File: src/hdl/depth_tested_pixel_store_core_defines.svh
// Assertion helpers for the depth tested pixel store
`ifndef DEPTH_TESTED_PIXEL_STORE_CORE_DEFINES_SVH
`define DEPTH_TESTED_PIXEL_STORE_CORE_DEFINES_SVH

// same-cycle implication, sampled on clk, quiet during reset
`define DTPS_ASSERT_IMP(label, ante, cons, msg) \
	label: assert property (@(posedge clk) disable iff (!arst_n) (ante) |-> (cons)) \
		else $error(msg);

// next-cycle implication
`define DTPS_ASSERT_NEXT(label, ante, cons, msg) \
	label: assert property (@(posedge clk) disable iff (!arst_n) (ante) |=> (cons)) \
		else $error(msg);

`endif

File: src/hdl/dtps_pkg.sv
package dtps_pkg;

	localparam int CFG_INDEX_W = 2;
	localparam int CFG_DATA_W  = 10;

	localparam logic [CFG_INDEX_W-1:0] REG_FRAME_WIDTH  = 2'd0;
	localparam logic [CFG_INDEX_W-1:0] REG_FRAME_HEIGHT = 2'd1;

	typedef enum logic [1:0] {
		ACT_PLOT        = 2'd0,
		ACT_CLEAR_ALL   = 2'd1,
		ACT_CLEAR_DEPTH = 2'd2,
		ACT_READ        = 2'd3
	} action_t;

	typedef enum logic [1:0] {
		STATUS_OK         = 2'd0,
		STATUS_OOB        = 2'd1,
		STATUS_DEPTH_FAIL = 2'd2
	} status_t;

	typedef enum logic [1:0] {
		ST_SWEEP,
		ST_IDLE,
		ST_CHECK,
		ST_FINISH
	} state_t;

	typedef struct packed {
		logic rd_en;
		logic color_we;
		logic depth_we;
	} store_ctl_t;

endpackage

File: src/hdl/dtps_locate.sv
module dtps_locate #(
	parameter int MAX_WIDTH  = 512,
	parameter int MAX_HEIGHT = 512,
	parameter int AW         = 18
) (
	input  logic [dtps_pkg::CFG_DATA_W-1:0] frame_width,
	input  logic [dtps_pkg::CFG_DATA_W-1:0] frame_height,
	input  logic signed [15:0]              pos_x,
	input  logic signed [15:0]              pos_y,
	output logic                            in_bounds,
	output logic [AW-1:0]                   addr
);
	import dtps_pkg::*;

	localparam logic [15:0] MaxW = 16'(MAX_WIDTH);
	localparam logic [15:0] MaxH = 16'(MAX_HEIGHT);

	logic [15:0] fw_ext;
	logic [15:0] fh_ext;
	logic [15:0] ext_w;
	logic [15:0] ext_h;
	logic [31:0] lin;

	assign fw_ext = {{(16 - CFG_DATA_W){1'b0}}, frame_width};
	assign fh_ext = {{(16 - CFG_DATA_W){1'b0}}, frame_height};
	// register values above the store size saturate
	assign ext_w  = (fw_ext > MaxW) ? MaxW : fw_ext;
	assign ext_h  = (fh_ext > MaxH) ? MaxH : fh_ext;

	assign in_bounds = !pos_x[15] && !pos_y[15]
		&& ({1'b0, pos_x[14:0]} < ext_w) && ({1'b0, pos_y[14:0]} < ext_h);

	// row-major with a fixed pitch, independent of the frame registers
	assign lin  = 32'(pos_y[14:0]) * 32'(MAX_WIDTH) + 32'(pos_x[14:0]);
	assign addr = lin[AW-1:0];

endmodule

File: config.mk
export PLATFORM = sky130hd
export DESIGN_NAME = dtps_locate
export DESIGN_NICKNAME = d
export VERILOG_FILES = /design/src/hdl/depth_tested_pixel_store_core_defines.svh /design/src/hdl/dtps_pkg.sv /design/src/hdl/dtps_locate.sv
export SDC_FILE = /design/constraint.sdc
export NUM_CORES = 1
export LEC_CHECK = 0
export BUFFER_PORTS_ARGS = -buffer_cell sky130_fd_sc_hd__buf_2
export CAP_MARGIN = 30
export CORE_AREA = 2 2 54 56
export DETAILED_ROUTE_END_ITERATION = 10
export DIE_AREA = 0 0 56 58
export PLACE_DENSITY = 0.77
export REMOVE_ABC_BUFFERS = 1
export SLEW_MARGIN = 20
export SYNTH_ARGS = -nofsm -noshare
export SYNTH_HDL_FRONTEND = slang
export SYNTH_SLANG_ARGS = --single-unit
File: constraint.sdc
create_clock -name vclk -period 1.6
set_clock_uncertainty 0.1 [all_clocks]
set_input_delay 0 -clock vclk [all_inputs]
set_output_delay 0 -clock vclk [all_outputs]
set_load 0.1 [all_outputs]
Word level (Yosys, flattened, before mapping)

Index checks and enable logic that the tools add are counted.
W data, S select, Z words.

Logic and storage cells: 12
Input port bits: 52
Flip-flop bits (word level): 0
Output and inout bits: 19

Mux-type cells: 2
Reduce and logical (&&, ||, !) cells: 5
Magnitude comparators: 4
Add/sub/neg operators: 1

Operators by type and width:

| cell                   | count |
|---|---|
| $lt A15 B10 Y1         | 2 |
| $gt A10 B10 Y1 const B | 2 |
| $mux W10               | 2 |
| $add A18 B15 Y18       | 1 |
| $logic_and A1 B1 Y1    | 3 |
| $logic_not A1 Y1       | 2 |

Logic depth before layout (Yosys ltp)

Gate-level depths: netlist of the first run.

Depth after elaboration: 5
Depth in mapped cells: 9
Depth with buffers taken out: 9

Least setup slack after synthesis of the first run

Ideal clock, no wire load.

Path kind: input -> output
Start: in pos_x[11]
End: out addr[16]
Path buffers: 0
Path slack: -2,680 ps
Data required time: 1,500 ps
Arrival: 4,180 ps
Cell stages on the path: 5
Cells stage by stage: ha_1 inv_1 o21ai_0 nand2_1 o311ai_0

Longest elaborated chain between the ends: 1

Ends and longest elaborated chain:

| item             | line              | source |
|---|---|---|
| start, declared  | dtps_locate.sv:8  | `input logic signed [15:0] pos_x,` |
| $add A18 B15 Y18 | dtps_locate.sv:34 | `assign lin = 32'(pos_y[14:0]) * 32'(MAX_WIDTH) + 32'(pos_x[14:0]);` |
| end, declared    | dtps_locate.sv:11 | `output logic [AW-1:0] addr` |

No other way between the ends.

Final worst setup path of the first run

Start: in frame_height[8] (netlist bit)
End: out in_bounds

Longest elaborated chain between the ends: 4

Ends and longest elaborated chain:

| item                    | line              | source |
|---|---|---|
| start, declared         | dtps_locate.sv:7  | `input logic [dtps_pkg::CFG_DATA_W-1:0] frame_height,` |
| $gt A10 B10 Y1          | dtps_locate.sv:28 | `assign ext_h = (fh_ext > MaxH) ? MaxH : fh_ext;` |
| $mux W10 (*)            | dtps_locate.sv:28 |  |
| $lt A15 B10 Y1 (*)      | dtps_locate.sv:31 | `&& ({1'b0, pos_x[14:0]} < ext_w) && ({1'b0, pos_y[14:0]} < ext_h);` |
| $logic_and A1 B1 Y1 (*) | dtps_locate.sv:31 |  |
| end, declared           | dtps_locate.sv:10 | `output logic in_bounds,` |

Mark *: on every way between the ends. The rest lies on a longest branch, timed or not.

==> results of run 1 <==
logic make-up (layout without fill, tap and decap cells):
| group | Yosys count | after routing | synth area share (%) |
|---|---|---|---|
| compound gates | 33 | 33 | 23.9 |
| xor+xnor | 3 | 3 | 2.68 |
| fa+ha+maj | 25 | 25 | 32.7 |
| buf+inv | 19 | 107 | 10.7 |
| mux | 1 | 1 | 1.02 |
| simple gates | 57 | 57 | 29.0 |
layer usage:
layer  vias up  GRT usage, %  routed length, um
li1        686             -                  -
met1       588          23.6               1300
met2        49          35.1               1650
met3         6          3.57                233
met4         0          3.06                 60
met5         -             0                  0
cell type report:
class                      instances  area share, %
inverter                          10           2.15
multi-input combinational        119           54.5
tap                               31           2.22
timing repair buffer              97           41.2
critical path, cell delays in order:
cell	delay (ns)
buf_6	0.10
nor4_4	0.27
nand2_1	0.12
o41ai_2	0.28
nand2_1	0.16
ha_4	0.25
and4_4	0.16
a221o_1	0.35
a211oi_2	0.18
buf_4	0.15
buf_12	0.16
cells in the mapped netlist:
library cell / n / area [sq um]
o21ai_0: 2 / 10.0
nor2_1: 8 / 30.0
o21a_1: 5 / 37.5
or2_2: 1 / 6.26
o311ai_0: 1 / 8.76
a21o_1: 3 / 22.5
ha_1: 24 / 300
buf_4: 9 / 67.6
nor4b_2: 1 / 15.0
and4_2: 1 / 10.0
nand4_1: 1 / 6.26
nor2b_1: 3 / 18.8
o211ai_1: 4 / 30.0
o2111ai_1: 1 / 8.76
inv_1: 10 / 37.5
nor4_1: 6 / 37.5
a2111oi_0: 1 / 8.76
or4b_1: 1 / 10.0
xnor2_1: 2 / 17.5
mux2i_1: 1 / 10.0
o21bai_1: 2 / 15.0
a211oi_1: 2 / 15.0
a221o_1: 1 / 10.0
xor2_1: 1 / 8.76
nor3_1: 3 / 15.0
nand3_1: 1 / 5.00
a22oi_1: 1 / 7.51
nor3b_1: 1 / 7.51
nand2_1: 28 / 105
a21boi_0: 1 / 7.51
o41ai_1: 2 / 17.5
a21oi_1: 7 / 35.0
fa_1: 1 / 20.0
and4_1: 2 / 17.5
timing repair:
item	in CTS	in global routing
pin swaps	15	9
resized for setup	17	7
setup buffers	1	0
setup endpoints to repair	4	5
worst max path at each step:
stage               depth (start not counted)         to            start  slack, ns
floorplan                                   5   addr[16]        pos_x[11]      -2.68
global placement                           11  in_bounds  frame_height[5]      -0.75
detailed placement                         11  in_bounds  frame_height[5]      -0.87
CTS                                        11  in_bounds  frame_height[8]      -0.71
global route                               12  in_bounds  frame_height[8]      -0.76
finish                                     11  in_bounds  frame_height[8]      -0.67
power groups by stage:
stage                     sequential [mW]  combinational, mW  clock, mW
after global placement                  0              0.885          0
after floorplan                         0              0.460          0
final                                   0              0.937          0
after CTS                               0              0.919          0
after global routing                    0              0.993          0
after detailed placement                0              0.893          0
==> results.md, run 1 <==
* Status: complete, but fails checks
* Failing checks: negative setup slack
* Hold Crit Start: pos_x[0]
* Vias at 1,329
* Sequential cells at 0
* Port buffer count at 71
* NetSw at 0.583 mW
* Power share of the clock group at 0%
* Core area at 2660 sq um
* Final core utilization at 65.6%
* Hpwl dp at 2690 um
* Max_cap viols at 0
* TNS Setup at -0.669 ns
* Placed cell areas at 1630 sq um
* Mean post-synth cell area at 7.10 sq um
* Final min period at 2.27 ns
* Commonest non-fill, non-tap cells in the layout: buf_2, nand2_1, buf_4, ha_1, inv_1
* # hold bufs at CTS at 0
* Fillers at 244
* Sw frac at 62.2%
* Initial Util at 36.8%
* Multi-input gate area at 952 sq um
* Worst hold slack at 0.285 ns
* ANT cells at 0
* Initial DRC count at 25
* CP Max Fanout at 3
* DIE AREA at 3250 sq um
* Design Area, Final at 1750 sq um
* I/O pin total at 71
* Worst min-delay path class: in -> out
* Seq. cell area at 0 sq um
* Mapped Area at 980 sq um
* Gpl congestion at 0.833
* Power, Total at 0.937 mW
* Layout area overhead at 78.4%
* WS Path Type: in -> out
* CP Launch Type: primary input
* Post-Syn Instances at 138
* Nets@finish at 305
* Tcrit/Tclk final at 142%
* # rows at 19
* Synth unique cells at 34
* Worst setup margin at -0.669 ns
* Sequential area share after synthesis at 0%
* GRT Resource Usage Total at 19.1%
* Clkbuf count at 0
* Worst Setup End Kind: primary output
* Post-DR wirelength/cell at 12.6 um
* Dpl cells at 256
* DR vias/cell at 5.17
* Die height at 58 um
* Largest net degree at the start of global routing at 8
* RSZ-0062 raised after global routing: yes
* Routed Antenna Nets at 0
* Worst IR drop on VDD at 0.815 mV
* Flop pwr share at 0%
* Final setup violation count at 1
* Slew Limit Fails at 0
* Final std cells w/o fill at 257
* Critical path arrival at 2.17 ns
* Yosys warning count at 0
* P_int at 0.354 mW
* Worst Hold Path EP: addr[0]
* First-pass GRT wire length at 5260 um
* Die width at 56 um
* Data required, critical path at 1.50 ns
* Fmax at 0.441 GHz
* Worst hold stages at 2
* Tightest Pin Transition at 0.488 ns
* Relative slew slack at 67.7%
* Layout cells sized above 1 at 48.7%
* Routed WL at 3240 um
* Leakage at 0.892 nW
* Comb pwr share at 100.0%
* Initial antenna violation count at 0
* Vias in the first global route at 1,237
* Gr ovfl total at 0
* Most common cell after layout, fill and taps aside: buf_2
* Drt drc at 0
* DR pass1 iterations at 4
* Setup WS pre-CTS at -0.870 ns
* Final hold vios at 0
* Power Density at 536 nW/um^2
No activity file was read; power rests on OpenSTA's default activity.
==> inputs of run 2 (changes only) <==
--- a/config.mk
+++ b/config.mk
@@ -10,7 +10,7 @@
 export CORE_AREA = 2 2 54 56
 export DETAILED_ROUTE_END_ITERATION = 10
 export DIE_AREA = 0 0 56 58
-export PLACE_DENSITY = 0.77
+export PLACE_DENSITY = 0.82
 export REMOVE_ABC_BUFFERS = 1
 export SLEW_MARGIN = 20
 export SYNTH_ARGS = -nofsm -noshare
==> results.md, run 2 (same netlist as run 1, synthesis figures left out) <==
* Routed Antenna Nets at 0 (unchanged)
* Die width at 56 um (unchanged)
* Max_cap viols at 0 (unchanged)
* Die height at 58 um (unchanged)
* Dpl cells at 253 (-1.2%)
* Final hold vios at 0 (unchanged)
* Largest net degree at the start of global routing at 8 (unchanged)
* Initial DRC count at 26 (+4.0%)
* ANT cells at 0 (unchanged)
* Data required, critical path at 1.50 ns (about the same)
* Layout cells sized above 1 at 50.0% (+1.3 points)
* Worst setup margin at -0.704 ns (-0.0351 ns)
* Fmax at 0.434 GHz (-1.5%)
* Crit path largest cell delay at 0.30 ns (-0.05 ns)
* Flop pwr share at 0% (unchanged)
* Worst-path cell chain: buf_6 > nor4_4 > nand2_1 > o41ai_2 > nand2_1 > ha_4 > a21oi_2 > nand2_1 > a221o_1 > a211oi_2 > buf_4 > buf_12
* Power share of the clock group at 0% (unchanged)
* Commonest non-fill, non-tap cells in the layout: buf_2, nand2_1, buf_4, ha_1, inv_1
* I/O pin total at 71 (unchanged)
* Slew Limit Fails at 0 (unchanged)
* Failing checks: negative setup slack
* P_int at 0.363 mW (+2.7%)
* Initial antenna violation count at 0 (unchanged)
* First-pass GRT wire length at 5200 um (-1.0%)
* Layout area overhead at 81.2%
* Final std cells w/o fill at 257 (unchanged)
* WS Path Type: in -> out
* Core area at 2660 sq um (unchanged)
* Gpl congestion at 0.787 (-5.5%)
* NetSw at 0.589 mW (+0.94%)
* Vias at 1,339 (+0.75%)
* Post-DR wirelength/cell at 12.8 um (+1.6%)
* Final setup violation count at 1 (unchanged)
* Power Density at 536 nW/um^2 (about the same)
* Routed WL at 3290 um (+1.6%)
* Placed cell areas at 1610 sq um (-1.4%)
* Worst hold stages at 2 (unchanged)
* Leakage at 0.901 nW (+0.93%)
* Gr ovfl total at 0 (unchanged)
* DR vias/cell at 5.21 (+0.75%)
* Initial Util at 36.8% (unchanged)
* Port buffer count at 71 (unchanged)
* Hpwl dp at 2720 um (+1.0%)
* Status: complete, but fails checks
* # rows at 19 (unchanged)
* Final min period at 2.30 ns (+0.0351 ns)
* Comb pwr share at 100.0% (about the same)
* CP Launch Type: primary input
* Worst IR drop on VDD at 0.773 mV (-5.2%)
* Sw frac at 61.8% (-0.40 points)
* Most common cell after layout, fill and taps aside: buf_2
* DIE AREA at 3250 sq um (unchanged)
* Tightest Pin Transition at 0.487 ns (-0.00101 ns)
* Critical path arrival at 2.20 ns (+0.03 ns)
* Tcrit/Tclk final at 144% (+2.2 points)
* CP max-delay cell: a221o_1
* Most frequent CP cell: nand2_1
* Design Area, Final at 1780 sq um (+1.6%)
* GRT Resource Usage Total at 19.0% (-0.093 points)
* Worst Setup End Kind: primary output
* Vias in the first global route at 1,228 (-0.73%)
* Seq. cell area at 0 sq um (unchanged)
* Fillers at 230 (-5.7%)
* # hold bufs at CTS at 0 (unchanged)
* Relative slew slack at 67.7% (about the same)
* Clkbuf count at 0 (unchanged)
* Final core utilization at 66.7% (+1.0 points)
* RSZ-0062 raised after global routing: yes
* Worst min-delay path class: in -> out
* Sequential cells at 0 (unchanged)
* DR pass1 iterations at 4 (unchanged)
* Nets@finish at 305 (unchanged)
* CP Max Fanout at 3 (unchanged)
* Drt drc at 0 (unchanged)
* Power, Total at 0.952 mW (+1.6%)
[run 2: power groups by stage]
stage	clock, mW	combinational (mW)	sequential, mW
after floorplan	0	0.460	0
after global placement	0	0.877	0
after detailed placement	0	0.890	0
after CTS	0	0.922	0
after global routing	0	1.01	0
final	0	0.952	0
[run 2: what timing repair did]
action | CTS | global route
gates cloned | 0 | 0
buffers inserted | 3 | 1
gates resized for setup | 17 | 14
pin swaps | 14 | 14
setup endpoints to repair | 4 | 5
[run 2: routing by layer]
layer	track usage (%)	up-vias	part of all wire, %
met5	0	-	0
met4	1.02	0	0.49
met3	2.01	2	6.3
met2	38.3	55	53
met1	22.6	599	40
li1	-	683	-
[run 2: area by class of cell]
cell class                      instances  area, sq um  share of cell area (%)
Inverter                               10         37.5                    2.11
Multi-Input combinational cell        119          967                    54.5
Tap cell                               31         38.8                    2.18
Timing Repair Buffer                   97          732                    41.2
[run 2: stage by stage]
step	setup TNS [ns]	setup slack [ns]	hold WS, ns
after floorplan	-9.22	-2.68	-0.100
after global routing	-0.975	-0.814	0.290
after CTS	-0.653	-0.653	0.284
after global placement	-0.955	-0.753	0.284
final	-0.704	-0.704	0.282
after detailed placement	-0.980	-0.778	0.284
[run 2: final timing paths]
path                   startpoint  slack [ns]   endpoint
setup / recovery  frame_height[8]       -0.70  in_bounds
hold / removal           pos_x[0]        0.28    addr[0]
[run 2: critical path, delay by kind of cell]
kind | cells | cell delay, ns
fa+ha+maj | 1 | 0.28
compound gates | 4 | 0.92
buf+inv | 3 | 0.41
simple gates | 4 | 0.60
==> inputs of run 3 (changes only) <==
--- a/config.mk
+++ b/config.mk
@@ -7,11 +7,10 @@
 export LEC_CHECK = 0
 export BUFFER_PORTS_ARGS = -buffer_cell sky130_fd_sc_hd__buf_2
 export CAP_MARGIN = 30
-export CORE_AREA = 2 2 54 56
+export CORE_AREA = 2 2 49 51
 export DETAILED_ROUTE_END_ITERATION = 10
-export DIE_AREA = 0 0 56 58
-export PLACE_DENSITY = 0.82
-export REMOVE_ABC_BUFFERS = 1
+export DIE_AREA = 0 0 51 53
+export PLACE_DENSITY = 0.93
 export SLEW_MARGIN = 20
 export SYNTH_ARGS = -nofsm -noshare
 export SYNTH_HDL_FRONTEND = slang
==> constraint.sdc (replaced) <==
create_clock -name vclk -period 2.7
set_clock_uncertainty 0.1 [all_clocks]
set_input_delay 0 -clock vclk [all_inputs]
set_output_delay 0 -clock vclk [all_outputs]
set_load 0.1 [all_outputs]
==> results.md, run 3 (same netlist as run 1, synthesis figures left out) <==
* Final setup violation count at 0 (-1)
* Final hold vios at 0 (unchanged)
* Max_cap viols at 0 (unchanged)
* Gpl congestion at 0.868 (+10%)
* Die width at 51 um (-8.9%)
* Placed cell areas at 1340 sq um (-17%)
* Tightest Pin Transition at 0.493 ns (+0.00574 ns)
* # hold bufs at CTS at 0 (unchanged)
* Worst setup margin at 0.298 ns (+1.00 ns)
* Tcrit/Tclk final at 89.0%
* Critical path arrival at 2.30 ns (+0.10 ns)
* Vias in the first global route at 1,165 (-5.1%)
* TNS Setup at 0 ns (+0.704 ns)
* WS Path Type: in -> out
* Power share of the clock group at 0% (unchanged)
* RSZ-0062 raised after global routing: no
* Multi-input gate area at 895 sq um (-7.5%)
* Initial antenna violation count at 0 (unchanged)
* CP bufs+invs at 2 (-1)
* Post-cts gate resize count at 0 (-17)
* Worst Setup SP: frame_height[5]
* Initial DRC count at 14 (-46%)
* Layout cells sized above 1 at 38.0% (-12 points)
* Worst hold slack at 0.285 ns (+0.00301 ns)
* Fillers at 214 (-7.0%)
* P_int at 0.109 mW (-70%)
* DR pass1 iterations at 4 (unchanged)
* First-pass GRT wire length at 4740 um (-8.9%)
* Hpwl dp at 2710 um (-0.16%)
* Drt drc at 0 (unchanged)
* CP delay by family, top: compound AO/OA/AOI/OAI gates
* Layout area overhead at 36.5%
* Post-Syn Nets at 215
* CP max-delay cell: a221o_1
* Die height at 53 um (-8.6%)
* Power Density at 322 nW/um^2 (-40%)
* Worst-path cell chain: buf_2 > nor4_1 > nand2_1 > o41ai_1 > nand2_1 > ha_1 > and4_2 > a221o_1 > a211oi_4 > buf_12
* Comb pwr share at 100.0% (about the same)
* Flop pwr share at 0% (unchanged)
* Routed Antenna Nets at 0 (unchanged)
* CP Launch Type: primary input
* Core area at 2150 sq um (-19%)
* Worst min-delay path class: in -> out
* Commonest non-fill, non-tap cells in the layout: buf_2, nand2_1, ha_1, inv_1, nor2_1
* Setup WS pre-CTS at 0.286 ns (+1.06 ns)
* Sequential cells at 0 (unchanged)
* Vias at 1,257 (-6.1%)
* Routed WL at 2940 um (-11%)
* GRT Resource Usage Total at 22.5% (+3.5 points)
* Fmax at 0.416 GHz
* Hold Crit Start: pos_x[0]
* Largest net degree at the start of global routing at 8 (unchanged)
* Status: finished, final reports clean
* Worst Setup End Kind: primary output
* Slew Limit Fails at 0 (unchanged)
* Post-CTS setup buffer count at 0 (-3)
* NetSw at 0.322 mW (-45%)
* DIE AREA at 2700 sq um (-17%)
* Relative slew slack at 66.8% (-0.91 points)
* Leakage at 0.700 nW (-22%)
* Crit path largest cell delay at 0.35 ns (+0.05 ns)
* I/O pin total at 71 (unchanged)
* Worst IR drop on VDD at 0.346 mV (-55%)
* Gr ovfl total at 0 (unchanged)
* # rows at 17 (-2)
* ANT cells at 0 (unchanged)
* Design Area, Final at 1340 sq um (-25%)
* Nets@finish at 279 (-8.5%)
* Initial Util at 45.6% (+8.8 points)
* Port buffer count at 71 (unchanged)
* Seq. cell area at 0 sq um (unchanged)
* Data required, critical path at 2.60 ns (+1.10 ns)
* Clkbuf count at 0 (unchanged)
* Final min period at 2.40 ns
* CP Max Fanout at 2 (-1)
* Most common cell after layout, fill and taps aside: buf_2
* Post-DR wirelength/cell at 12.9 um (+0.64%)
* Most frequent CP cell: nand2_1
* Sw frac at 74.7% (+13 points)
* DR vias/cell at 5.51 (+5.8%)
run 3: cell types whose count changed in the layout (fill, tap and decap cells not counted), sizes merged:
cell	before	now
clkbuf	2	0
buf	95	71
run 3: metrics by stage:
| step | power, mW | std cells | utilization [%] |
|---|---|---|---|
| after global routing | 0.462 | 228 | 62.3 |
| after floorplan | 0.339 | 138 | - |
| final | 0.430 | 228 | 62.3 |
| after detailed placement | 0.431 | 228 | 62.3 |
| after global placement | 0.423 | 228 | 62.3 |
| after CTS | 0.432 | 228 | 62.3 |
run 3: layout make-up:
type | instances | area share, %
multi-input combinational | 119 | 66.9
tap | 28 | 2.62
inverter | 10 | 2.81
timing repair buffer | 71 | 27.7
run 3: power by group through the flow:
stage	registers, mW	clock network, mW	logic (mW)
2_1_floorplan	0	0	0.339
3_3_place_gp	0	0	0.423
3_5_place_dp	0	0	0.431
4_1_cts	0	0	0.432
5_1_grt	0	0	0.462
6_report	0	0	0.430
run 3: path summary, 6_finish.rpt:
path | cells past startpoint | endpoint | slack [ns]
setup / recovery | 10 | in_bounds | 0.30
hold / removal | 2 | addr[0] | 0.28
run 3: metal layers:
metal	vias up	track usage (%)	share of wire [%]	wire [um]
met3	6	1.13	7.8	228
met2	65	47.2	52	1530
li1	629	-	-	-
met4	0	5.41	2.4	71
met5	-	0	0	0
met1	557	24.2	38	1110
